$ cat src/rtl/core/tbps_pkg.sv
// Shared types and constants of the triangle pixel shader.
// No dependencies; imported by every module of the block.
`default_nettype none
package tbps_pkg;

   localparam int MAX_DIM_DEFAULT   = 4096;
   localparam int FRAC_BITS_DEFAULT = 16;
   localparam int PIX_W  = 12;
   localparam int CSR_W  = 13;
   localparam int CHAN_W = 8;

   localparam logic [CSR_W-1:0]  WIDTH_RESET  = 13'd640;
   localparam logic [CSR_W-1:0]  HEIGHT_RESET = 13'd480;
   localparam logic [CHAN_W-1:0] BACKGROUND   = 8'd16;
   localparam logic [CHAN_W-1:0] OPAQUE       = 8'd255;

   typedef enum logic [0:0] {
      CSR_FRAME_WIDTH  = 1'b0,
      CSR_FRAME_HEIGHT = 1'b1
   } csr_index_type;

   typedef struct packed {
      logic [PIX_W-1:0] pixel_x;
      logic [PIX_W-1:0] pixel_y;
   } pixel_req_type;

   typedef struct packed {
      logic [CHAN_W-1:0] red;
      logic [CHAN_W-1:0] green;
      logic [CHAN_W-1:0] blue;
      logic [CHAN_W-1:0] alpha;
      logic              covered;
   } pixel_rsp_type;

   typedef struct packed {
      logic push;
      logic full;
   } queue_ctrl_type;

endpackage
`default_nettype wire

$ cat src/rtl/core/tbps_front.sv
// Front end: takes pixel words and forms the clip-mapping numerators.
// Depends on tbps_pkg.
`default_nettype none
module tbps_front
   import tbps_pkg::*;
#(
   parameter int FRAC_BITS = FRAC_BITS_DEFAULT
) (
   input  wire logic           start,
   input  pixel_req_type       req_data,
   input  wire logic           queue_full,
   output queue_ctrl_type      ctrl,
   output logic [2*(PIX_W+1+FRAC_BITS)-1:0] num_pair
);
   localparam int NUM_W = PIX_W + 1 + FRAC_BITS;

   logic [NUM_W-1:0] num_x;
   logic [NUM_W-1:0] num_y;

   // (2p+1) scaled by the fraction weight: the low bits are all zero.
   assign num_x = {req_data.pixel_x, 1'b1, {FRAC_BITS{1'b0}}};
   assign num_y = {req_data.pixel_y, 1'b1, {FRAC_BITS{1'b0}}};

   assign ctrl.push = start && !queue_full;
   assign ctrl.full = queue_full;
   assign num_pair  = {num_x, num_y};
endmodule
`default_nettype wire

$ cat src/rtl/core/tbps_queue.sv
// Two-entry queue between front end and divider back end.
// Depends on tbps_pkg.
`default_nettype none
module tbps_queue
   import tbps_pkg::*;
#(
   parameter int DATA_W = 2
) (
   input  wire logic              clock,
   input  wire logic              reset,
   input  wire logic              push,
   input  wire logic [DATA_W-1:0] push_data,
   output logic                   full,
   output logic                   pop_valid,
   output logic [DATA_W-1:0]      pop_data
);
   logic [DATA_W-1:0] mem_ff [2];
   logic       wr_ptr_ff, wr_ptr_in;
   logic       rd_ptr_ff, rd_ptr_in;
   logic [1:0] count_ff, count_in;
   logic       pop;

   assign full      = (count_ff == 2'd2);
   assign pop_valid = (count_ff != 2'd0);
   assign pop       = pop_valid;   // the back end never stalls
   assign pop_data  = mem_ff[rd_ptr_ff];

   always_comb begin
      wr_ptr_in = push ? !wr_ptr_ff : wr_ptr_ff;
      rd_ptr_in = pop ? !rd_ptr_ff : rd_ptr_ff;
      count_in  = count_ff + {1'b0, push} - {1'b0, pop};
   end

   always_ff @(posedge clock) begin
      if (push) begin
         mem_ff[wr_ptr_ff] <= push_data;
      end
   end

   always_ff @(posedge clock) begin
      if (reset) begin
         wr_ptr_ff <= 1'b0;
         rd_ptr_ff <= 1'b0;
         count_ff  <= 2'd0;
      end else begin
         wr_ptr_ff <= wr_ptr_in;
         rd_ptr_ff <= rd_ptr_in;
         count_ff  <= count_in;
      end
   end
endmodule
`default_nettype wire

$ cat src/rtl/core/tbps_divider.sv
// Pipelined restoring divider, one quotient bit per stage.
// Depends on tbps_pkg.
`default_nettype none
module tbps_divider
   import tbps_pkg::*;
#(
   parameter int NUM_W = 29
) (
   input  wire logic             clock,
   input  wire logic             reset,
   input  wire logic             in_valid,
   input  wire logic [NUM_W-1:0] in_num,
   input  wire logic [CSR_W-1:0] den,
   output logic                  out_valid,
   output logic [NUM_W-1:0]      out_quo
);
   logic             valid_ff [NUM_W];
   logic [CSR_W-1:0] rem_ff   [NUM_W];
   logic [NUM_W-1:0] quo_ff   [NUM_W];
   logic [NUM_W-1:0] num_ff   [NUM_W];

   for (genvar i = 0; i < NUM_W; i++) begin : g_stage
      logic             valid_prev;
      logic [CSR_W-1:0] rem_prev;
      logic [NUM_W-1:0] quo_prev;
      logic [NUM_W-1:0] num_prev;
      logic [CSR_W:0]   trial;
      logic             take;
      logic [CSR_W-1:0] rem_in;

      if (i == 0) begin : g_first
         assign valid_prev = in_valid;
         assign rem_prev   = '0;
         assign quo_prev   = '0;
         assign num_prev   = in_num;
      end else begin : g_next
         assign valid_prev = valid_ff[i-1];
         assign rem_prev   = rem_ff[i-1];
         assign quo_prev   = quo_ff[i-1];
         assign num_prev   = num_ff[i-1];
      end

      always_comb begin
         trial  = {rem_prev, num_prev[NUM_W-1]};
         take   = (trial >= {1'b0, den});
         rem_in = take ? CSR_W'(trial - {1'b0, den}) : trial[CSR_W-1:0];
      end

      always_ff @(posedge clock) begin
         rem_ff[i] <= rem_in;
         quo_ff[i] <= {quo_prev[NUM_W-2:0], take};
         num_ff[i] <= {num_prev[NUM_W-2:0], 1'b0};
      end

      always_ff @(posedge clock) begin
         if (reset) begin
            valid_ff[i] <= 1'b0;
         end else begin
            valid_ff[i] <= valid_prev;
         end
      end
   end

   assign out_valid = valid_ff[NUM_W-1];
   assign out_quo   = quo_ff[NUM_W-1];
endmodule
`default_nettype wire

$ cat src/rtl/core/tbps_shade.sv
// Back-end shading: barycentric weights, coverage test and colour quantising.
// Depends on tbps_pkg.
`default_nettype none
module tbps_shade
   import tbps_pkg::*;
#(
   parameter int FRAC_BITS = FRAC_BITS_DEFAULT
) (
   input  wire logic                         clock,
   input  wire logic                         reset,
   input  wire logic                         in_valid,
   input  wire logic [PIX_W+FRAC_BITS:0]     quo_x,
   input  wire logic [PIX_W+FRAC_BITS:0]     quo_y,
   output logic                              rsp_valid,
   output pixel_rsp_type                     rsp_data
);
   localparam int NUM_W = PIX_W + 1 + FRAC_BITS;
   localparam int SW    = NUM_W + 3;
   localparam logic signed [SW-1:0] UNIT = SW'(64'sd1 << FRAC_BITS);
   localparam logic signed [SW-1:0] HALF = SW'(64'sd1 << (FRAC_BITS - 1));
   localparam logic signed [SW-1:0] ONE2 = SW'(64'sd1 << (FRAC_BITS + 1));

   // Clamp to one, scale by 255 and round half up.
   function automatic logic [CHAN_W-1:0] quantise(input logic signed [SW-1:0] d);
      logic [FRAC_BITS+1:0] c;
      logic [FRAC_BITS+9:0] scaled;
      c      = (d > ONE2) ? ONE2[FRAC_BITS+1:0] : d[FRAC_BITS+1:0];
      scaled = {c, 8'd0} - {8'd0, c} + (FRAC_BITS+10)'(64'd1 << FRAC_BITS);
      return scaled[FRAC_BITS+8:FRAC_BITS+1];
   endfunction

   logic signed [SW-1:0] px, py;
   logic signed [SW-1:0] d0_ff, d1_ff, d2_ff;
   logic signed [SW-1:0] d0_in, d1_in, d2_in;
   logic                 wvalid_ff;
   logic                 ovalid_ff;
   pixel_rsp_type        out_ff, out_in;

   always_comb begin
      px    = signed'({3'b000, quo_x}) - UNIT;
      py    = signed'({3'b000, quo_y}) - UNIT;
      d0_in = UNIT - (py <<< 1);
      d1_in = (px <<< 1) + py + HALF;
      d2_in = py + HALF - (px <<< 1);
   end

   always_comb begin
      out_in.alpha = OPAQUE;
      if (d0_ff[SW-1] || d1_ff[SW-1] || d2_ff[SW-1]) begin
         out_in.red     = BACKGROUND;
         out_in.green   = BACKGROUND;
         out_in.blue    = BACKGROUND;
         out_in.covered = 1'b0;
      end else begin
         out_in.red     = quantise(d0_ff);
         out_in.green   = quantise(d1_ff);
         out_in.blue    = quantise(d2_ff);
         out_in.covered = 1'b1;
      end
   end

   always_ff @(posedge clock) begin
      d0_ff  <= d0_in;
      d1_ff  <= d1_in;
      d2_ff  <= d2_in;
      out_ff <= out_in;
   end

   always_ff @(posedge clock) begin
      if (reset) begin
         wvalid_ff <= 1'b0;
         ovalid_ff <= 1'b0;
      end else begin
         wvalid_ff <= in_valid;
         ovalid_ff <= wvalid_ff;
      end
   end

   assign rsp_valid = ovalid_ff;
   assign rsp_data  = out_ff;
endmodule
`default_nettype wire

$ cat src/rtl/core/triangle_barycentric_pixel_shader.sv
// Top level of the triangle pixel shader: front end, queue, dividers, shading.
// Depends on tbps_pkg, tbps_front, tbps_queue, tbps_divider and tbps_shade.
//
//   Channel  Ports                          Handshake
//   request  start, busy, req_data          taken when start high and busy low
//   result   rsp_valid, rsp_data            one-cycle strobe, no back-pressure
//   config   csr_we, csr_index, csr_data    written when csr_we high
//
// One pixel is taken every cycle; the queue entry is written at the accepting edge,
// then the word passes through the pipelined dividers, which register each quotient bit,
// and then through the weight and output registers of the shading stages to the ports.
// Reset empties the queue and the pipeline; sizes return to 640 by 480.
// The receiver cannot stall, so busy stays low in operation.
`default_nettype none
module triangle_barycentric_pixel_shader
   import tbps_pkg::*;
#(
   parameter int MAX_DIM   = MAX_DIM_DEFAULT,
   parameter int FRAC_BITS = FRAC_BITS_DEFAULT
) (
   input  wire logic             clock,
   input  wire logic             reset,
   input  wire logic             start,
   output logic                  busy,
   input  pixel_req_type         req_data,
   output logic                  rsp_valid,
   output pixel_rsp_type         rsp_data,
   input  wire logic             csr_we,
   input  csr_index_type         csr_index,
   input  wire logic [CSR_W-1:0] csr_data
);
   localparam int NUM_W = PIX_W + 1 + FRAC_BITS;

   logic [CSR_W-1:0] width_ff, width_in;
   logic [CSR_W-1:0] height_ff, height_in;
   logic [CSR_W-1:0] den_x, den_y;

   queue_ctrl_type     ctrl;
   logic               queue_full;
   logic [2*NUM_W-1:0] num_pair;
   logic               q_valid;
   logic [2*NUM_W-1:0] q_data;
   logic               vx, vy;
   logic [NUM_W-1:0]   quo_x, quo_y;

   function automatic logic [CSR_W-1:0] clamp_dim(input logic [CSR_W-1:0] v);
      if (v == '0) return CSR_W'(1);
      if (int'(v) > MAX_DIM) return CSR_W'(MAX_DIM);
      return v;
   endfunction

   always_comb begin
      width_in  = width_ff;
      height_in = height_ff;
      if (csr_we) begin
         case (csr_index)
            CSR_FRAME_WIDTH:  width_in  = csr_data;
            CSR_FRAME_HEIGHT: height_in = csr_data;
            default: ;
         endcase
      end
   end

   always_ff @(posedge clock) begin
      if (reset) begin
         width_ff  <= WIDTH_RESET;
         height_ff <= HEIGHT_RESET;
      end else begin
         width_ff  <= width_in;
         height_ff <= height_in;
      end
   end

   assign den_x = clamp_dim(width_ff);
   assign den_y = clamp_dim(height_ff);
   assign busy  = ctrl.full;

   tbps_front #(.FRAC_BITS(FRAC_BITS)) u_front (
      .start      (start),
      .req_data   (req_data),
      .queue_full (queue_full),
      .ctrl       (ctrl),
      .num_pair   (num_pair)
   );

   tbps_queue #(.DATA_W(2*NUM_W)) u_queue (
      .clock     (clock),
      .reset     (reset),
      .push      (ctrl.push),
      .push_data (num_pair),
      .full      (queue_full),
      .pop_valid (q_valid),
      .pop_data  (q_data)
   );

   tbps_divider #(.NUM_W(NUM_W)) u_div_x (
      .clock     (clock),
      .reset     (reset),
      .in_valid  (q_valid),
      .in_num    (q_data[2*NUM_W-1:NUM_W]),
      .den       (den_x),
      .out_valid (vx),
      .out_quo   (quo_x)
   );

   tbps_divider #(.NUM_W(NUM_W)) u_div_y (
      .clock     (clock),
      .reset     (reset),
      .in_valid  (q_valid),
      .in_num    (q_data[NUM_W-1:0]),
      .den       (den_y),
      .out_valid (vy),
      .out_quo   (quo_y)
   );

   tbps_shade #(.FRAC_BITS(FRAC_BITS)) u_shade (
      .clock     (clock),
      .reset     (reset),
      .in_valid  (vx && vy),
      .quo_x     (quo_x),
      .quo_y     (quo_y),
      .rsp_valid (rsp_valid),
      .rsp_data  (rsp_data)
   );
endmodule
`default_nettype wire

$ cat config.mk
export PLATFORM = sky130hd
export DESIGN_NAME = triangle_barycentric_pixel_shader
export DESIGN_NICKNAME = d
export VERILOG_FILES = /design/src/rtl/core/tbps_pkg.sv /design/src/rtl/core/tbps_front.sv /design/src/rtl/core/tbps_queue.sv /design/src/rtl/core/tbps_divider.sv /design/src/rtl/core/tbps_shade.sv /design/src/rtl/core/triangle_barycentric_pixel_shader.sv
export SDC_FILE = /design/constraint.sdc
export NUM_CORES = 2
export LEC_CHECK = 0
export ABC_AREA = 1
export ABC_CLOCK_PERIOD_IN_PS = 5900
export BUFFER_PORTS_ARGS = -buffer_cell sky130_fd_sc_hd__buf_2
export CAP_MARGIN = 20
export CELL_PAD_IN_SITES_DETAIL_PLACEMENT = 0
export CELL_PAD_IN_SITES_GLOBAL_PLACEMENT = 1
export CORE_MARGIN = 4
export CORE_UTILIZATION = 42
export CTS_BUF_LIST = sky130_fd_sc_hd__clkbuf_4 sky130_fd_sc_hd__clkbuf_8
export DETAILED_ROUTE_END_ITERATION = 6
export GPL_ROUTABILITY_DRIVEN = 0
export PLACE_DENSITY = 0.69
export SLEW_MARGIN = 10
export SYNTH_ARGS = -nofsm -noshare
export SYNTH_HDL_FRONTEND = slang
export SYNTH_MEMORY_MAX_BITS = 65536
export SYNTH_SLANG_ARGS = --single-unit
$ cat constraint.sdc
create_clock -name clock -period 5.9 [get_ports clock]
set_input_delay 0.59 -clock clock [delete_from_list [all_inputs] [get_ports clock]]
set_output_delay 0.59 -clock clock [all_outputs]
set_load 0.01 [all_outputs]
* Yosys cells after proc, flatten, opt, wreduce, memory -nomap -nowiden
Memories as Yosys holds them, arrays and structs flattened. A register that Yosys moved wholly into a read port is not among the register bits.
Index checks and enable logic that the tools add are counted.
** Word-level totals
- Memories :: 9
- Output and inout port bits :: 35
- Logic and storage cells :: 372
- RAM bits :: 4166
- Flip-flop bits (word level) :: 153
** Cells by class
- Eq/ne operators :: 1
- Reductions and logical operators :: 12
- Bitwise operators :: 59
- $lt $le $gt $ge :: 63
- Add/subtract/negate cells :: 73
- Multiplexer cells :: 141
** Memories
- u_div_x.quo_ff :: words 29, width 29, rd ports 29, clocked after Yosys merged registers in 0, write ports 29, RTL line tbps_divider.sv:19 : logic [NUM_W-1:0] quo_ff [NUM_W];
- u_div_y.quo_ff :: words 29, width 29, rd ports 29, clocked after Yosys merged registers in 0, write ports 29, RTL line tbps_divider.sv:19
- u_div_x.num_ff :: words 29, width 28, rd ports 28, clocked after Yosys merged registers in 0, write ports 29, RTL line tbps_divider.sv:20 : logic [NUM_W-1:0] num_ff [NUM_W];
- u_div_y.num_ff :: words 29, width 28, rd ports 28, clocked after Yosys merged registers in 0, write ports 29, RTL line tbps_divider.sv:20
- u_div_x.rem_ff :: words 29, width 13, rd ports 28, clocked after Yosys merged registers in 0, write ports 29, RTL line tbps_divider.sv:18 : logic [CSR_W-1:0] rem_ff [NUM_W];
- u_div_y.rem_ff :: words 29, width 13, rd ports 28, clocked after Yosys merged registers in 0, write ports 29, RTL line tbps_divider.sv:18
- 3 more memories
** Operators with widths (number)
- 13-bit 2-to-1 mux :: 66
- 14-bit by 13-bit greater-or-equal comparator with 1-bit output :: 56
- 13-bit subtractor :: 56
- 32-bit by 19-bit greater-than comparator with 1-bit output (second input constant) :: 3
- 25-bit by 17-bit adder with 25-bit output (second input constant) :: 3
- 25-bit by 18-bit subtractor with 25-bit output :: 3
- 1-bit 2-to-1 mux :: 72
- 32-bit by 17-bit adder with 32-bit output (second input constant) :: 2
- 29-bit by 17-bit subtractor with 30-bit output (second input constant) :: 2
- 1-bit bitwise OR :: 58
- 18-bit 2-to-1 mux :: 3
- 32-bit adder :: 1
- 18-bit by 32-bit subtractor with 32-bit output (first input constant) :: 1
- 32-bit subtractor :: 1
- 1-bit by 13-bit greater-or-equal comparator with 1-bit output :: 2
- 13-bit greater-than comparator (second input constant) :: 2
- 13-bit zero test :: 2
- 1-bit by 13-bit subtractor with 13-bit output :: 2
- 2-bit AND reduction :: 2
- 1-bit zero test :: 3
- 2-bit by 1-bit adder with 2-bit output :: 1
- 2-bit == test (second input constant) :: 1
- 1-bit logical AND :: 2
- 1-bit logical OR :: 2
- other kinds (3) :: 3

* Longest topological paths before layout
- Word-level depth :: 7
- Mapped depth :: 24

* Least setup slack after synthesis
OpenSTA, ideal clock, no wires.
- Path type :: reg2reg
- From :: reg height_ff[12]
- To :: mem u_div_y.rem_ff[15][2], in the netlist u_div_y.rem_ff[0][197]
- Required time :: 5.778 ns
- Setup time :: 0.122 ns
- Path buffers :: 2
- Cell stages (with the launch flop) :: 13
- Setup slack :: 1.686 ns
- Arrival :: 4.091 ns
- Clock period less this slack :: 4.214 ns
- Path through :: dfxtp_1 > buf_2 > nor2_1 > inv_1 > fa_1 > nand3_1 > nand2_1 > a31o_2 > nand3_1 > nand3_2 > clkinv_1 > buf_2 > o21ai_0
** RTL lines
- start, declared :: RTL line triangle_barycentric_pixel_shader.sv:35 : logic [CSR_W-1:0] height_ff, height_in;
- start signal, assigned :: RTL line triangle_barycentric_pixel_shader.sv:70 : height_ff <= height_in;
- end, declared :: RTL line tbps_divider.sv:18

==> qor.csv <==
metric;value;unit
I/O pin cnt;77;
yosys warns;0;
number of port buffers;68;
H-tree Lvls;5;
sequential share of the synthesized area;44.3;%
crit path max fanout;27;
worst-path cell chain;nor2_1 -> nand3_1 -> nor2_1 -> nand3_2 -> nand2_2 -> nand2_2 -> buf_4 -> ha_1 -> a21oi_1 -> o21ai_0 -> a221oi_1 -> nand3_2 -> nor2_1 -> a21oi_1;
fin cells;14000;
Setup TNS Final;0;ps
Critical Path Slowest Stage Cell;nand2_2;
first-pass GRT wire length;356000;microns
cell count after synthesis;10500;
Placed Area;93200;sq um
Worst Hold Class;in -> reg;
vias;69900;
Critical Path AT;5130;ps
CTS Buffer Depth;4;
vias in the first global route;69100;
Die Wd;470;microns
Async SR Flop Fraction;0;%
Fillers;20700;
Pins Over Slew Limit;0;
leakage power;46.6;nW
CP dominant cell by count;nor2_1;
Via density;5.01;
most frequent cells in the layout;nand2_1 (1997), dfxtp_1 (1909), nor2_1 (1086);
register bit total from synthesis;1957;
Avg Cell Area, Syn;8.52;sq um
Post-synth EDFFs;48;
Distinct cells, synth;64;
switching share of power;42.3;%
Worst Tran Pin Value;1130;ps
GRT Total Usage;19.6;%
max cap viols;0;
final instance area;101000;sq um
CTS tree;done;
CP bufs+invs;1;
Chip Height;470;microns
synthesized area;89600;sq um
max incr delay on CP;720;ps
RSZ-0062 raised after global routing;false;
clock share of power;19.4;%
CTS sink count;1957;
Placed Instances;13300;
Initial Util;42.2;%
initial antenna violation count;2;
commonest non-fill, non-tap cell in the layout;nand2_1;
CP delay by family, top;simple AND/OR/NAND/NOR gates;
Int Pwr;38.7;mW
Setup-failing EPs final;0;
Finished Core Util;47.6;%
Psw;28.4;mW
clock slew at reported path FFs;60;ps
status;complete, no violations;
DRT Pass-1 Iters;6;
Root Buffer;clkbuf_8;
# DRC;0;
Pwr Density;664;nW/um^2
Die ar.;221000;sq um
critical path class;reg -> reg;
IR Drop Worst-Case VDD;0.291;mV
relative slew slack;24.7;%
total gr overflow;0;
Worst Path Required;6760;ps
core area;212000;sq um
Tcrit/Tclk final;72.4;%
Worst setup SP type;flop;
# resized after CTS;0;
sequential share of power;32.1;%
Peak Freq;0.234;GHz
largest net degree at the start of global routing;46;
postcts setup bufs;0;
Final #Nets;11900;
final setup skew;60.8;ps
DPL Wire Length;162000;microns
part of the power in combinational logic;48.4;%
P&R area growth vs syn;12.8;%
Critical Path Stages;14;
Wirelength per Cell;15.9;microns
DR iter-0 viols;3939;
endpoints failing hold;0;
Pwr Total;67.1;mW
Clock Latency Late Sink;1030;ps
fin crit period;4270;ps
FF-to-FF path depth;14;
Hold Crit Depth;5;
Post-Route WL;223000;microns
crit end category;flop;
Routed Antenna Nets;0;
row cnt;169;
CTS buffer count;340;
layout cells sized above 1;8.23;%
Top FF cell, synth;dfxtp_1;
[per-layer routing]
metal	vias to the layer above	GRT usage (%)	share of wire (%)
li1	36300	-	-
met1	31800	25.8	47
met2	1371	32.8	46
met3	398	3.20	4.3
met4	0	6.59	2.9
met5	-	0	0
[Yosys cell counts (4+ instances only)]
cell type	n	area (sq um)
nand2_1	2014	7560
dfxtp_1	1909	38200
nor2_1	1089	4090
a21oi_1	988	4940
ha_1	924	11600
inv_1	743	2790
o21ai_0	559	2800
nand3_1	482	2410
xor2_1	289	2530
xnor2_1	287	2510
nand4_1	124	776
nor3_1	122	611
a21o_1	120	901
o21ai_1	90	450
buf_2	77	385
a221oi_1	72	631
nand3b_1	69	518
fa_1	56	1120
nand3_2	52	521
edfxtp_1	48	1440
a31oi_1	46	288
or2_2	45	282
o21bai_1	40	300
inv_2	28	105
nor4_1	24	150
mux2_2	22	248
and3_1	21	131
buf_4	20	150
o31ai_1	19	143
and2_1	15	93.8
a31o_2	14	123
clkbuf_1	13	48.8
o21ai_2	11	96.3
nand2_2	8	50.1
a21boi_0	6	45.0
nor2_2	5	31.3
nor3b_1	5	37.5
o2111ai_1	5	43.8
o41ai_1	5	43.8
a211oi_1	4	30.0
[worst register-to-register path, cell delays in order, from the launching register on]
cell	delay [ps]
dfxtp_1	350
nor2_1	110
nand3_1	80
nor2_1	160
nand3_2	90
nand2_2	270
nand2_2	720
buf_4	530
ha_1	350
a21oi_1	190
o21ai_0	100
a221oi_1	360
nand3_2	480
nor2_1	250
a21oi_1	60
[state kept, by name (all words and copies together) (netlist names), 13 cells and up, named ones only]
signal	count
height_ff	13
u_div_x.num_ff	66
u_div_x.quo_ff	435
u_div_x.rem_ff	364
u_div_x.valid_ff	15
u_div_y.num_ff	66
u_div_y.quo_ff	435
u_div_y.rem_ff	364
u_div_y.valid_ff	14
u_queue.mem_ff	48
u_shade.d0_ff	30
u_shade.d1_ff	32
u_shade.d2_ff	30
u_shade.rsp_data	25
width_ff	13
[final timing paths]
path,from,slack (ps),end
worst max register to register,width_ff[2]$_SDFFE_PP0P_,1630,u_div_x.rem_ff[0][42]$_DFF_P_
worst max-delay path,width_ff[2]$_SDFFE_PP0P_,1630,u_div_x.rem_ff[0][42]$_DFF_P_
worst min register to register,u_div_x.quo_ff[0][58]$_DFF_P_,290,u_div_x.quo_ff[0][88]$_DFF_P_
worst min-delay path,csr_we,170,width_ff[3]$_SDFFE_PP0P_
[stage by stage]
stage          worst slack, ps  hold slack, ps
6_report                  1630             166
4_1_cts                   1620            7.30
3_5_place_dp              1680             312
5_1_grt                   1170             182
2_1_floorplan             1690             310
3_3_place_gp              1720             310
[cell families after synthesis]
| logic type | count (synthesis) | synth area share (%) |
|---|---|---|
| AO/OA/AOI/OAI | 1999 | 12.3 |
| XOR/XNOR | 576 | 5.63 |
| buffers and inverters | 890 | 3.94 |
| AND/OR/NAND/NOR | 4082 | 19.3 |
| adder cells (fa/ha/maj) | 980 | 14.2 |
| other | 1 | 0.00419 |
| multiplexers | 24 | 0.299 |
| flip-flops | 1957 | 44.3 |
[power groups by stage]
stage	Combinational [mW]	Clock [mW]	Sequential, mW
2_1_floorplan	25.3	0	20.5
3_3_place_gp	31.9	0	21.9
3_5_place_dp	32.1	0	21.9
4_1_cts	32.4	13.6	21.6
5_1_grt	37.0	14.1	22.1
6_report	32.5	13.0	21.6
[area by class of cell]
cell class              instances  area, sq um  share of cell area (%)
clock inverters               114         1210                    1.19
flip-flops and latches       1957        39700                    39.3
well taps                    2821         3530                    3.50
repair buffers                157         1150                    1.13
multi-input cells            7669        46500                    46.0
inverters                     775         2910                    2.88
diodes                          5         12.5                  0.0124
clock buffers                 474         6060                    6.00
[repair_timing]
item / CTS / global route
hold buffers: 45 / 0
setup endpoints to repair: 0 / 0
hold endpoints to repair: 110 / 0
Power figures use the tool's default switching activity.
